File: config.mk
export PLATFORM = sky130hd
export DESIGN_NAME = ansi_color_escape_encoder
export DESIGN_NICKNAME = d
export VERILOG_FILES = /design/src/design/ace_pkg.sv /design/src/design/ace_front.sv /design/src/design/ace_queue.sv /design/src/design/ace_back.sv /design/src/design/ansi_color_escape_encoder.sv
export SDC_FILE = /design/constraint.sdc
export NUM_CORES = 1
export LEC_CHECK = 0
export BUFFER_PORTS_ARGS = -buffer_cell sky130_fd_sc_hd__buf_2
export CORE_ASPECT_RATIO = 1.1
export CORE_MARGIN = 4
export CORE_UTILIZATION = 55
export DETAILED_ROUTE_END_ITERATION = 8
export PLACE_DENSITY = 0.76
export SLEW_MARGIN = 20
export SYNTH_ARGS = -nofsm -noshare
export SYNTH_HDL_FRONTEND = slang
export SYNTH_SLANG_ARGS = --single-unit
export TNS_END_PERCENT = 10
File: constraint.sdc
create_clock -name clk -period 3.6 [get_ports clk]
set_clock_uncertainty 0.15 [all_clocks]
set_input_delay 0.72 -clock clk [delete_from_list [all_inputs] [get_ports clk]]
set_output_delay 0.72 -clock clk [all_outputs]
set_load 0.01 [all_outputs]
File: src/design/ace_pkg.sv
// ----------------------------------------------------------------------------
// ace_pkg
// Shared types and byte constants for the SGR color escape encoder.
// ----------------------------------------------------------------------------
package ace_pkg;

  // One screen cell as it enters the block
  typedef struct packed {
    logic [7:0] char_code;
    logic [3:0] fg_color;
    logic [2:0] bg_color;
    logic       row_end;
    logic       screen_start;
  } ace_in_t;

  // One byte of the terminal text stream
  typedef struct packed {
    logic [7:0] out_byte;
    logic       last_byte;
  } ace_out_t;

  // Byte slots of one cell, in stream order
  localparam int SLOT_ESC     = 0;
  localparam int SLOT_LBR     = 1;
  localparam int SLOT_BOLD    = 2;
  localparam int SLOT_BOLDSEP = 3;
  localparam int SLOT_RSTSEP  = 4;
  localparam int SLOT_FG3     = 5;
  localparam int SLOT_FGDIG   = 6;
  localparam int SLOT_FGSEP   = 7;
  localparam int SLOT_BG4     = 8;
  localparam int SLOT_BGDIG   = 9;
  localparam int SLOT_M       = 10;
  localparam int SLOT_CHAR    = 11;
  localparam int SLOT_CR      = 12;
  localparam int SLOT_LF      = 13;
  localparam int NUM_SLOTS    = 14;

  typedef logic [NUM_SLOTS-1:0] ace_mask_t;

  // Classified cell: which slots to send plus the variable bytes
  typedef struct packed {
    ace_mask_t  mask;
    logic [2:0] fg_digit;
    logic [2:0] bg_digit;
    logic [7:0] char_code;
  } ace_cmd_t;

  localparam logic [7:0] BYTE_ESC  = 8'h1B;
  localparam logic [7:0] BYTE_LBR  = 8'h5B;
  localparam logic [7:0] BYTE_ONE  = 8'h31;
  localparam logic [7:0] BYTE_SEMI = 8'h3B;
  localparam logic [7:0] BYTE_3    = 8'h33;
  localparam logic [7:0] BYTE_4    = 8'h34;
  localparam logic [7:0] BYTE_ZERO = 8'h30;
  localparam logic [7:0] BYTE_M    = 8'h6D;
  localparam logic [7:0] BYTE_CR   = 8'h0D;
  localparam logic [7:0] BYTE_LF   = 8'h0A;

  localparam logic [3:0] FG_RESET  = 4'd7;
  localparam logic [2:0] BG_RESET  = 3'd0;

endpackage

File: src/design/ace_front.sv
// ----------------------------------------------------------------------------
// ace_front
// Accepts cells, tracks the current colors and builds the slot mask.
// ----------------------------------------------------------------------------
module ace_front import ace_pkg::*; (
  input  logic     clk,
  input  logic     rst,
  input  logic     push,
  input  ace_in_t  item,
  input  logic     q_full,
  output logic     q_push,
  output ace_cmd_t cmd
);

  logic [3:0] prev_fg;
  logic [2:0] prev_bg;
  logic [3:0] base_fg;
  logic [2:0] base_bg;
  logic [2:0] cmp_fg;
  logic [2:0] cmp_bg;
  logic       bold;
  logic       rst_sgr;
  logic       fg_chg;
  logic       bg_chg;
  logic       any_param;

  assign q_push = push && !q_full;

  always_comb begin
    base_fg = item.screen_start ? FG_RESET : prev_fg;
    base_bg = item.screen_start ? BG_RESET : prev_bg;
    bold    = !base_fg[3] && item.fg_color[3];
    rst_sgr = base_fg[3] && !item.fg_color[3];
    // a full reset puts the colors back to their defaults
    cmp_fg  = rst_sgr ? FG_RESET[2:0] : base_fg[2:0];
    cmp_bg  = rst_sgr ? BG_RESET : base_bg;
    fg_chg  = cmp_fg != item.fg_color[2:0];
    bg_chg  = cmp_bg != item.bg_color;
    any_param = fg_chg || bg_chg;

    cmd.mask               = '0;
    cmd.mask[SLOT_ESC]     = bold || rst_sgr || any_param;
    cmd.mask[SLOT_LBR]     = bold || rst_sgr || any_param;
    cmd.mask[SLOT_BOLD]    = bold;
    // drop the trailing separator: each one stands only if a color follows
    cmd.mask[SLOT_BOLDSEP] = bold && any_param;
    cmd.mask[SLOT_RSTSEP]  = rst_sgr && any_param;
    cmd.mask[SLOT_FG3]     = fg_chg;
    cmd.mask[SLOT_FGDIG]   = fg_chg;
    cmd.mask[SLOT_FGSEP]   = fg_chg && bg_chg;
    cmd.mask[SLOT_BG4]     = bg_chg;
    cmd.mask[SLOT_BGDIG]   = bg_chg;
    cmd.mask[SLOT_M]       = bold || rst_sgr || any_param;
    cmd.mask[SLOT_CHAR]    = 1'b1;
    cmd.mask[SLOT_CR]      = item.row_end;
    cmd.mask[SLOT_LF]      = item.row_end;
    cmd.fg_digit           = item.fg_color[2:0];
    cmd.bg_digit           = item.bg_color;
    cmd.char_code          = item.char_code;
  end

  always_ff @(posedge clk) begin
    if (rst) begin
      prev_fg <= FG_RESET;
      prev_bg <= BG_RESET;
    end else if (q_push) begin
      prev_fg <= item.fg_color;
      prev_bg <= item.bg_color;
    end
  end

endmodule

File: src/design/ace_queue.sv
// ----------------------------------------------------------------------------
// ace_queue
// Small register queue of classified cells between front and back.
// ----------------------------------------------------------------------------
module ace_queue import ace_pkg::*; #(
  parameter int DEPTH = 4
) (
  input  logic     clk,
  input  logic     rst,
  input  logic     wr_en,
  input  ace_cmd_t wr_data,
  input  logic     rd_en,
  output ace_cmd_t rd_data,
  output logic     q_full,
  output logic     q_empty
);

  localparam int AW = $clog2(DEPTH);

  ace_cmd_t      mem [DEPTH];
  logic [AW:0]   wr_ptr;
  logic [AW:0]   rd_ptr;

  assign q_empty = wr_ptr == rd_ptr;
  assign q_full  = (wr_ptr[AW] != rd_ptr[AW]) && (wr_ptr[AW-1:0] == rd_ptr[AW-1:0]);
  assign rd_data = mem[rd_ptr[AW-1:0]];

  always_ff @(posedge clk) begin
    if (wr_en) begin
      mem[wr_ptr[AW-1:0]] <= wr_data;
    end
  end

  always_ff @(posedge clk) begin
    if (rst) begin
      wr_ptr <= '0;
      rd_ptr <= '0;
    end else begin
      if (wr_en) begin
        wr_ptr <= wr_ptr + 1'b1;
      end
      if (rd_en) begin
        rd_ptr <= rd_ptr + 1'b1;
      end
    end
  end

  a_no_full_empty: assert property (@(posedge clk) disable iff (rst)
    !(q_full && q_empty))
    else $error("queue reports full and empty together");

endmodule

File: src/design/ace_back.sv
// ----------------------------------------------------------------------------
// ace_back
// Byte sequencer: walks a cell's slot mask, one byte per cycle unless stalled.
// ----------------------------------------------------------------------------
module ace_back import ace_pkg::*; (
  input  logic     clk,
  input  logic     rst,
  input  ace_cmd_t q_head,
  input  logic     q_empty,
  output logic     q_pop,
  input  logic     pop,
  output logic     empty,
  output ace_out_t result
);

  logic      cur_valid;
  ace_cmd_t  cur;
  ace_mask_t first;
  ace_mask_t rest;
  logic      out_valid;
  ace_out_t  out_data;
  logic      out_ready;
  logic      emit;
  logic      done;
  logic [7:0] byte_sel;

  // lowest set slot goes first
  assign first     = cur.mask & (~cur.mask + 1'b1);
  assign rest      = cur.mask & ~first;
  assign out_ready = !out_valid || pop;
  assign emit      = cur_valid && out_ready;
  assign done      = emit && (rest == '0);
  assign q_pop     = (!cur_valid || done) && !q_empty;

  assign empty  = !out_valid;
  assign result = out_data;

  always_comb begin
    byte_sel = ({8{first[SLOT_ESC]}}     & BYTE_ESC)
             | ({8{first[SLOT_LBR]}}     & BYTE_LBR)
             | ({8{first[SLOT_BOLD]}}    & BYTE_ONE)
             | ({8{first[SLOT_BOLDSEP]}} & BYTE_SEMI)
             | ({8{first[SLOT_RSTSEP]}}  & BYTE_SEMI)
             | ({8{first[SLOT_FG3]}}     & BYTE_3)
             | ({8{first[SLOT_FGDIG]}}   & (BYTE_ZERO | {5'b0, cur.fg_digit}))
             | ({8{first[SLOT_FGSEP]}}   & BYTE_SEMI)
             | ({8{first[SLOT_BG4]}}     & BYTE_4)
             | ({8{first[SLOT_BGDIG]}}   & (BYTE_ZERO | {5'b0, cur.bg_digit}))
             | ({8{first[SLOT_M]}}       & BYTE_M)
             | ({8{first[SLOT_CHAR]}}    & cur.char_code)
             | ({8{first[SLOT_CR]}}      & BYTE_CR)
             | ({8{first[SLOT_LF]}}      & BYTE_LF);
  end

  always_ff @(posedge clk) begin
    if (rst) begin
      cur_valid <= 1'b0;
      out_valid <= 1'b0;
    end else begin
      if (q_pop) begin
        cur_valid <= 1'b1;
      end else if (done) begin
        cur_valid <= 1'b0;
      end
      if (out_ready) begin
        out_valid <= emit;
      end
    end
  end

  always_ff @(posedge clk) begin
    if (q_pop) begin
      cur <= q_head;
    end else if (emit) begin
      cur.mask <= rest;
    end
    if (emit) begin
      out_data.out_byte  <= byte_sel;
      out_data.last_byte <= done;
    end
  end

  a_cur_nonempty: assert property (@(posedge clk) disable iff (rst)
    cur_valid |-> (cur.mask != '0))
    else $error("active cell has no bytes left");

  a_esc_framed: assert property (@(posedge clk) disable iff (rst)
    (cur_valid && cur.mask[SLOT_ESC]) |-> (cur.mask[SLOT_LBR] && cur.mask[SLOT_M]))
    else $error("escape without bracket or terminator");

  a_cr_lf: assert property (@(posedge clk) disable iff (rst)
    (cur_valid && cur.mask[SLOT_CR]) |-> cur.mask[SLOT_LF])
    else $error("CR pending without LF");

endmodule

File: src/design/ansi_color_escape_encoder.sv
// ----------------------------------------------------------------------------
// ansi_color_escape_encoder
// Turns screen cells into a terminal byte stream with SGR color escapes.
// ----------------------------------------------------------------------------
//  channel | handshake       | payload
//  --------+-----------------+-----------------------------------------------
//  cells   | push / full     | item   : char, fg 0-15, bg 0-7, row end, start
//  bytes   | pop / empty     | result : out_byte, last_byte
//
// A cell yields 1 to 13 output bytes; the back sequencer sends one byte per
// cycle while the output is not held. The front takes a new cell each cycle
// until the cell queue (QUEUE_DEPTH entries, a power of two, at least 2) fills.
// Reset sets the remembered colors to 7 and 0 and empties queue and output.
// With pop low the waiting byte holds and the queue keeps filling.
// ----------------------------------------------------------------------------
module ansi_color_escape_encoder import ace_pkg::*; #(
  parameter int QUEUE_DEPTH = 4
) (
  input  logic     clk,
  input  logic     rst,
  input  logic     push,
  output logic     full,
  input  ace_in_t  item,
  input  logic     pop,
  output logic     empty,
  output ace_out_t result
);

  logic     q_push;
  logic     q_pop;
  logic     q_full;
  logic     q_empty;
  ace_cmd_t cmd;
  ace_cmd_t q_head;

  assign full = q_full;

  ace_front u_front (
    .clk    (clk),
    .rst    (rst),
    .push   (push),
    .item   (item),
    .q_full (q_full),
    .q_push (q_push),
    .cmd    (cmd)
  );

  ace_queue #(
    .DEPTH (QUEUE_DEPTH)
  ) u_queue (
    .clk     (clk),
    .rst     (rst),
    .wr_en   (q_push),
    .wr_data (cmd),
    .rd_en   (q_pop),
    .rd_data (q_head),
    .q_full  (q_full),
    .q_empty (q_empty)
  );

  ace_back u_back (
    .clk     (clk),
    .rst     (rst),
    .q_head  (q_head),
    .q_empty (q_empty),
    .q_pop   (q_pop),
    .pop     (pop),
    .empty   (empty),
    .result  (result)
  );

endmodule
==> results_dict.tcl, run 1 <==
set metrics [dict create \
    outcome "complete, no violations" \
    worst_slack_ns 0.425 \
    cts_made_buffers 17 \
    synth_cells 419 \
    cts_resized 0 \
    path_class "reg2reg" \
    layout_common_cells "125 x edfxtp_1, 31 x buf_2, 28 x nor2_1" \
    io_pins 32 \
    ctsHoldBuffers 0 \
    final-setup-viol-count 0 \
    hold_class "reg2reg" \
    crit_fanout 12 \
    dp_hpwl_um 7970 \
    drive_above_1_share_pct 23.2 \
    cp.required_ns 3.57 \
    grt_util_all_layers_pct 19.9 \
    synth-seq-cells 142 \
    maxCapViolCount 0 \
    grt_start_max_net_pins 24 \
    core-area_sq_um 11000 \
    clockBufferDepth 2 \
    wl_um 11900 \
    p_per_area_nw_per_um2 814 \
    tns_ns 0 \
    firstDrtPassIters 5 \
    timing.final.crit_share_pct 88.2 \
    grt-ovfl-total 0 \
    final_cell_count_no_fill 616 \
    diodes 0 \
    ys_seq_area_share_pct 66.0 \
    die_y_um 119 \
    tightest_slew_ns 0.668 \
    ant_nets 0 \
    postSynthAreaPerCell_sq_um 14.8 \
    muxShareOfSynthArea_pct 8.92 \
    leakage_nw 2.46 \
    dp.cells 584 \
    irDropWorstVdd_v 0.000472 \
    synth_top_family_by_area "simple AND/OR/NAND/NOR gates" \
    rsz0062_at_grt "no" \
    grt_pass1_wl_um 19400 \
    yosysUniqueCellTypes 68 \
    final_nets 484 \
    place.gp.congestion 0.871 \
    fmax_ghz 0.315 \
    max_slew_margin_pct 55.4 \
    r2r_slack_ns 0.43 \
    synth_nets 447 \
    tritoncts "yes" \
    final_common_cell "edfxtp_1" \
    report.final.slew_viol_count 0 \
    via_per_inst 6.10 \
    wire_per_inst_um 19.4 \
    clock_sinks 142 \
    yosysWarnings 0 \
    cts_root_buf "clkbuf_16" \
    synth_area_sq_um 6200 \
    cp-start-kind "flop" \
    async_flop_share_pct 0 \
    vias 3760 \
    cts_setup_buffers 0 \
    synth_xor_area_share_pct 0.989 \
    cts.reportedPaths.clkPinSlew_ns 0.06 \
    core.rowCount 40 \
    cp.arrival_ns 3.14 \
    drc 0 \
    synth-main-ff-cell "edfxtp_1" \
    drtIter0Drc 283 \
    initial_core_util_pct 56.6 \
    fp.dieW_um 109 \
    h-tree-depth 4 \
    antenna_found_initial 0 \
    clk-insertion-delay-late_ns 0.41 \
    yosys.area_share.simple_pct 10.3 \
    portBuffers 31 \
    synth-compound-area-share_pct 9.71 \
    grt_pass1_vias 3709 \
    die-area_sq_um 13000 \
    synth_edf_count 125 \
    min_period_ns 3.17 \
    place_ws_ns 0.469 \
    area_delta_synth_final_pct 14.9 \
    critPathCaptureType "flop" \
    hold_viol_final 0 \
    yosys.area_share.adder_pct 1.57 \
]
registers in the layout, summed over array words and instances (netlist names), named ones only:
register / count
u_back.result: 9
u_front.prev_fg: 4
u_back.out_valid: 1
u_queue.mem: 88
u_back.cur_valid: 1
u_back.cur: 28
u_front.prev_bg: 3
u_queue.wr_ptr: 3
u_queue.rd_ptr: 3
cells in the mapped netlist, drive strengths merged, types with 3 or more instances:
library cell,number,area [sq um]
a31oi,7,58.8
nand4,3,18.8
o311ai,5,43.8
edfxtp,125,3750
o22ai,4,25.0
nand2,21,78.8
nor4,7,65.1
o31ai,4,30.0
nor3,8,56.3
xor2,3,26.3
or3,5,31.3
dfxtp,17,340
nor2,29,109
or2,5,31.3
o21ai,12,60.1
mux4,20,450
clkbuf,15,56.3
and3,8,50.1
mux2i,8,80.1
inv,15,56.3
nand3,11,55.1
a211o,3,26.3
nand2b,4,25.0
ha,7,87.6
xnor2,4,35.0
o211ai,4,30.0
a21oi,13,76.3
and2,4,25.0
buf,7,40.0
worst max-delay path, cell delays in order (launching register included):
cell and delay, ns:
edfxtp_1 0.50, or4_1 0.70, o31a_1 0.39, a21oi_4 0.24, a31oi_4 0.22, o21ai_1 0.40, buf_4 0.27
metal layers:
| metal | wire, um | global-route usage, % | share of wire (%) |
|---|---|---|---|
| met3 | 779 | 5.64 | 6.5 |
| met1 | 4820 | 26.2 | 40 |
| met5 | 0 | 0 | 0 |
| met4 | 305 | 7.48 | 2.6 |
| met2 | 6020 | 31.6 | 51 |
per-stage QoR:
step / utilization [%] / total power, mW / hold WS [ns] / cell area, sq um
after global routing: 65.0 / 6.11 / 0.361 / 7120
after floorplan: - / 3.60 / 0.286 / 6200
after global placement: 59.4 / 4.02 / 0.323 / 6510
after CTS: 65.0 / 5.82 / 0.355 / 7120
after detailed placement: 59.4 / 4.04 / 0.350 / 6510
final: 65.0 / 5.80 / 0.354 / 7120
cell families after synthesis:
logic type / count (synthesis)
flops: 142
simple gates: 116
compound gates: 79
buf+inv: 37
mux: 30
fa+ha+maj: 8
xor+xnor: 7
power breakdown:
group | switching, mW | total [mW] | internal, mW
Combinational | 0.894 | 1.48 | 0.589
Sequential | 0.302 | 2.55 | 2.25
Clock | 0.669 | 1.77 | 1.10
area by class of cell:
cell class / instances / area, sq um
multi-input cells: 240 / 1950
flip-flops and latches: 142 / 4090
repair buffers: 40 / 223
clock buffers: 17 / 425
well taps: 147 / 184
inverters: 15 / 56.3
clock inverters: 15 / 186
fillers: 750 / 3840
final timing paths:
path	from	to	cells past startpoint
setup / recovery	u_back.cur[17]$_DFFE_PP_	u_back.cur[24]$_DFFE_PP_	6
hold / removal	u_queue.wr_ptr[2]$_SDFFE_PP0P_	u_queue.wr_ptr[2]$_SDFFE_PP0P_	2
setup reg to reg	u_back.cur[17]$_DFFE_PP_	u_back.cur[24]$_DFFE_PP_	6
hold reg to reg	u_queue.wr_ptr[2]$_SDFFE_PP0P_	u_queue.wr_ptr[2]$_SDFFE_PP0P_	2
Note: power is estimated with default switching activity, not from simulation.
==> run 2, diff against run 1 <==
ABC_AREA = 1   (was default)
==> run 2 against run 1 <==
Clock power shrank 9.6%. Utilization grew 0.26 points. Sequential power shrank 5%. Worst setup slack gained 0.47 ns. Hold slack lost 0.032 ns. Via count grew 4.5%. Non-clock buffer count is the same. Count of clock-buffer cells in the layout grew 4. Sequential share of layout area grew 2.3 points. Largest cell class unchanged. Largest power group unchanged. Highest routed layer unchanged.
==> results_dict.tcl, run 2 <==
set metrics [dict create \
    final-setup-viol-count 0 \
    max_slew_margin_pct 51.0 \
    ant_nets 0 \
    firstDrtPassIters 4 \
    area_delta_synth_final_pct 14.7 \
    grt-ovfl-total 0 \
    grt_pass1_wl_um 19100 \
    yosys.cell_count.top_type "edfxtp_1" \
    path_buf_inv 2 \
    ys_seq_area_share_pct 68.6 \
    r2r-start "u_back.cur[18]$_DFFE_PP_" \
    tns_ns 0 \
    synth_area_leaders "edfxtp_1 63%, dfxtp_1 5.7%, nor2_1 5.2%" \
    final_cell_count_no_fill 722 \
    drtIter0Drc 369 \
    synth_edf_count 125 \
    report.final.slew_viol_count 0 \
    async_flop_share_pct 0 \
    final_nets 594 \
    tightest_slew_ns 0.735 \
    irDropWorstVdd_v 0.000499 \
    cts_made_buffers 17 \
    ctsHoldBuffers 0 \
    wire_per_inst_um 16.4 \
    reg2reg_to "u_back.cur[24]$_DFFE_PP_" \
    clock_sinks 142 \
    h-tree-depth 4 \
    worstHoldEndpoint "u_back.out_valid$_SDFFE_PP0N_" \
    slowest_delay_ns 0.46 \
    nFillCells 754 \
    crit_fanout 14 \
    cts_setup_buffers 0 \
    final_common_cell "edfxtp_1" \
    outcome "complete, no violations" \
    synth-main-ff-cell "edfxtp_1" \
    rsz0062_at_grt "no" \
    synth_nets 552 \
    hold_class "reg2reg" \
    synth_cells 524 \
    cp.depth 12 \
    yosysUniqueCellTypes 33 \
    critical_path.top_delay_family "simple AND/OR/NAND/NOR gates" \
    synth_top_area_share_pct 62.9 \
    path_common_cell "nand2_1" \
    yosysWarnings 0 \
    cp.arrival_ns 2.59 \
    synth-seq-cells 142 \
    hold_viol_final 0 \
    largest_reg_flops 88 \
    layout_common_cells "125 x edfxtp_1, 79 x nor2_1, 69 x nand2_1" \
    cp-start-kind "flop" \
    cts_resized 0 \
    timing.final.crit_share_pct 75.1 \
    antenna_found_initial 0 \
    r2r_cells 12 \
    grt_start_max_net_pins 45 \
    leakage_nw 2.56 \
    hp-start "u_back.out_valid$_SDFFE_PP0N_" \
    fmax_ghz 0.370 \
    clockBufferDepth 2 \
    hold_slack_ns 0.322 \
    grt_util_all_layers_pct 20.3 \
    vias 3929 \
    fp.dieW_um 107 \
    cp.required_ns 3.48 \
    ys_top_cells_by_count "125 x edfxtp_1, 83 x nor2_1, 69 x nand2_1, 52 x o21ai_0, 40 x inv_1" \
    wl_um 11800 \
    slowest_stage "edfxtp_1" \
    path_cells "nor2_1 -> nand2_1 -> nor2_4 -> nand2_1 -> nand2_1 -> nand2_1 -> inv_1 -> nand3_2 -> nand2_4 -> nand2_4 -> inv_4 -> or2_1" \
    die-area_sq_um 12600 \
    synth_area_sq_um 5970 \
    core-area_sq_um 10500 \
    dp_hpwl_um 7800 \
    hold_depth 2 \
    maxCapViolCount 0 \
    core.rowCount 39 \
    die_y_um 117 \
    drive_above_1_share_pct 16.2 \
    cts_root_buf "clkbuf_16" \
    initial_core_util_pct 56.9 \
    dp.cells 690 \
    postSynthAreaPerCell_sq_um 11.4 \
    cts.reportedPaths.clkPinSlew_ns 0.06 \
    p_per_area_nw_per_um2 786 \
    clk-insertion-delay-late_ns 0.41 \
    place.gp.congestion 1.01 \
    tritoncts "yes" \
    drc 0 \
    min_period_ns 2.70 \
    critPathCaptureType "flop" \
    io_pins 32 \
    portBuffers 31 \
    p_total_mw 5.38 \
    path_class "reg2reg" \
    diodes 0 \
    via_per_inst 5.44 \
    grt_pass1_vias 3894 \
    r2r_slack_ns 0.90 \
    synth_top_area_cell "edfxtp_1" \
]
run 2: cell count changes in the layout (fill, tap and decap cells not counted), moves of 6 or more:
cell	before	now
and3_1	8	0
inv_1	15	40
mux2i_1	8	0
mux4_2	20	0
nand2_1	21	69
nand3_1	11	30
nor2_1	28	79
nor2_2	1	7
o21ai_0	11	52
o22ai_1	4	21
run 2: kinds of logic after synthesis:
kind of cell             share of synthesized area (%)
AND/OR/NAND/NOR                                   15.6
flip-flops                                        68.6
AO/OA/AOI/OAI                                     8.66
buffers and inverters                             4.34
XOR/XNOR                                          1.32
adder cells (fa/ha/maj)                           1.47
run 2: worst max-delay path by stage:
stage	start	endpoint	slack, ns
floorplan	pop	u_back.cur[14]$_SDFFCE_PN0P_	0.52
global placement	pop	u_back.cur[15]$_DFFE_PP_	0.90
detailed placement	pop	u_back.cur[15]$_DFFE_PP_	0.83
CTS	u_back.cur[15]$_DFFE_PP_	u_back.cur[16]$_DFFE_PP_	0.89
global route	u_back.cur[15]$_DFFE_PP_	u_back.cur[16]$_DFFE_PP_	0.69
finish	u_back.cur[18]$_DFFE_PP_	u_back.cur[24]$_DFFE_PP_	0.90
run 2: report_power, final:
part	total, mW	switching [mW]	internal (mW)
sequential	2.42	0.188	2.24
combinational	1.36	0.950	0.408
clock	1.60	0.641	0.957
total	5.38	1.78	3.60
run 2: worst register-to-register path: stages (launching register included):
cell,delay (ns)
edfxtp_1,0.46
nor2_1,0.24
nand2_1,0.14
nor2_4,0.13
nand2_1,0.12
nand2_1,0.09
nand2_1,0.05
inv_1,0.06
nand3_2,0.10
nand2_4,0.13
nand2_4,0.13
inv_4,0.08
or2_1,0.46
run 2: metrics by stage:
step                setup WS (ns)  instance area, sq um  util, %
finish                      0.896                  6850     65.2
global route                0.686                  6850     65.2
CTS                         0.893                  6850     65.2
detailed placement          0.826                  6290     60.0
global placement            0.900                  6290     60.0
floorplan                   0.524                  5970        -
run 2: area by class of cell:
class	instances	area [sq um]	share of cell area, %
inverter	45	171	2.50
sequential	142	4090	59.8
timing repair buffer	40	223	3.25
clock inverter	11	114	1.66
tap	143	179	2.61
multi-input combinational	320	1620	23.7
clock buffer	21	440	6.43
run 2: metal layers:
layer | GRT usage (%) | part of all wire (%) | routed length [um]
met1 | 24.9 | 42 | 4980
met2 | 33.7 | 50 | 5960
met3 | 5.32 | 4.8 | 570
met4 | 10.1 | 2.8 | 326
met5 | 0 | 0 | 0
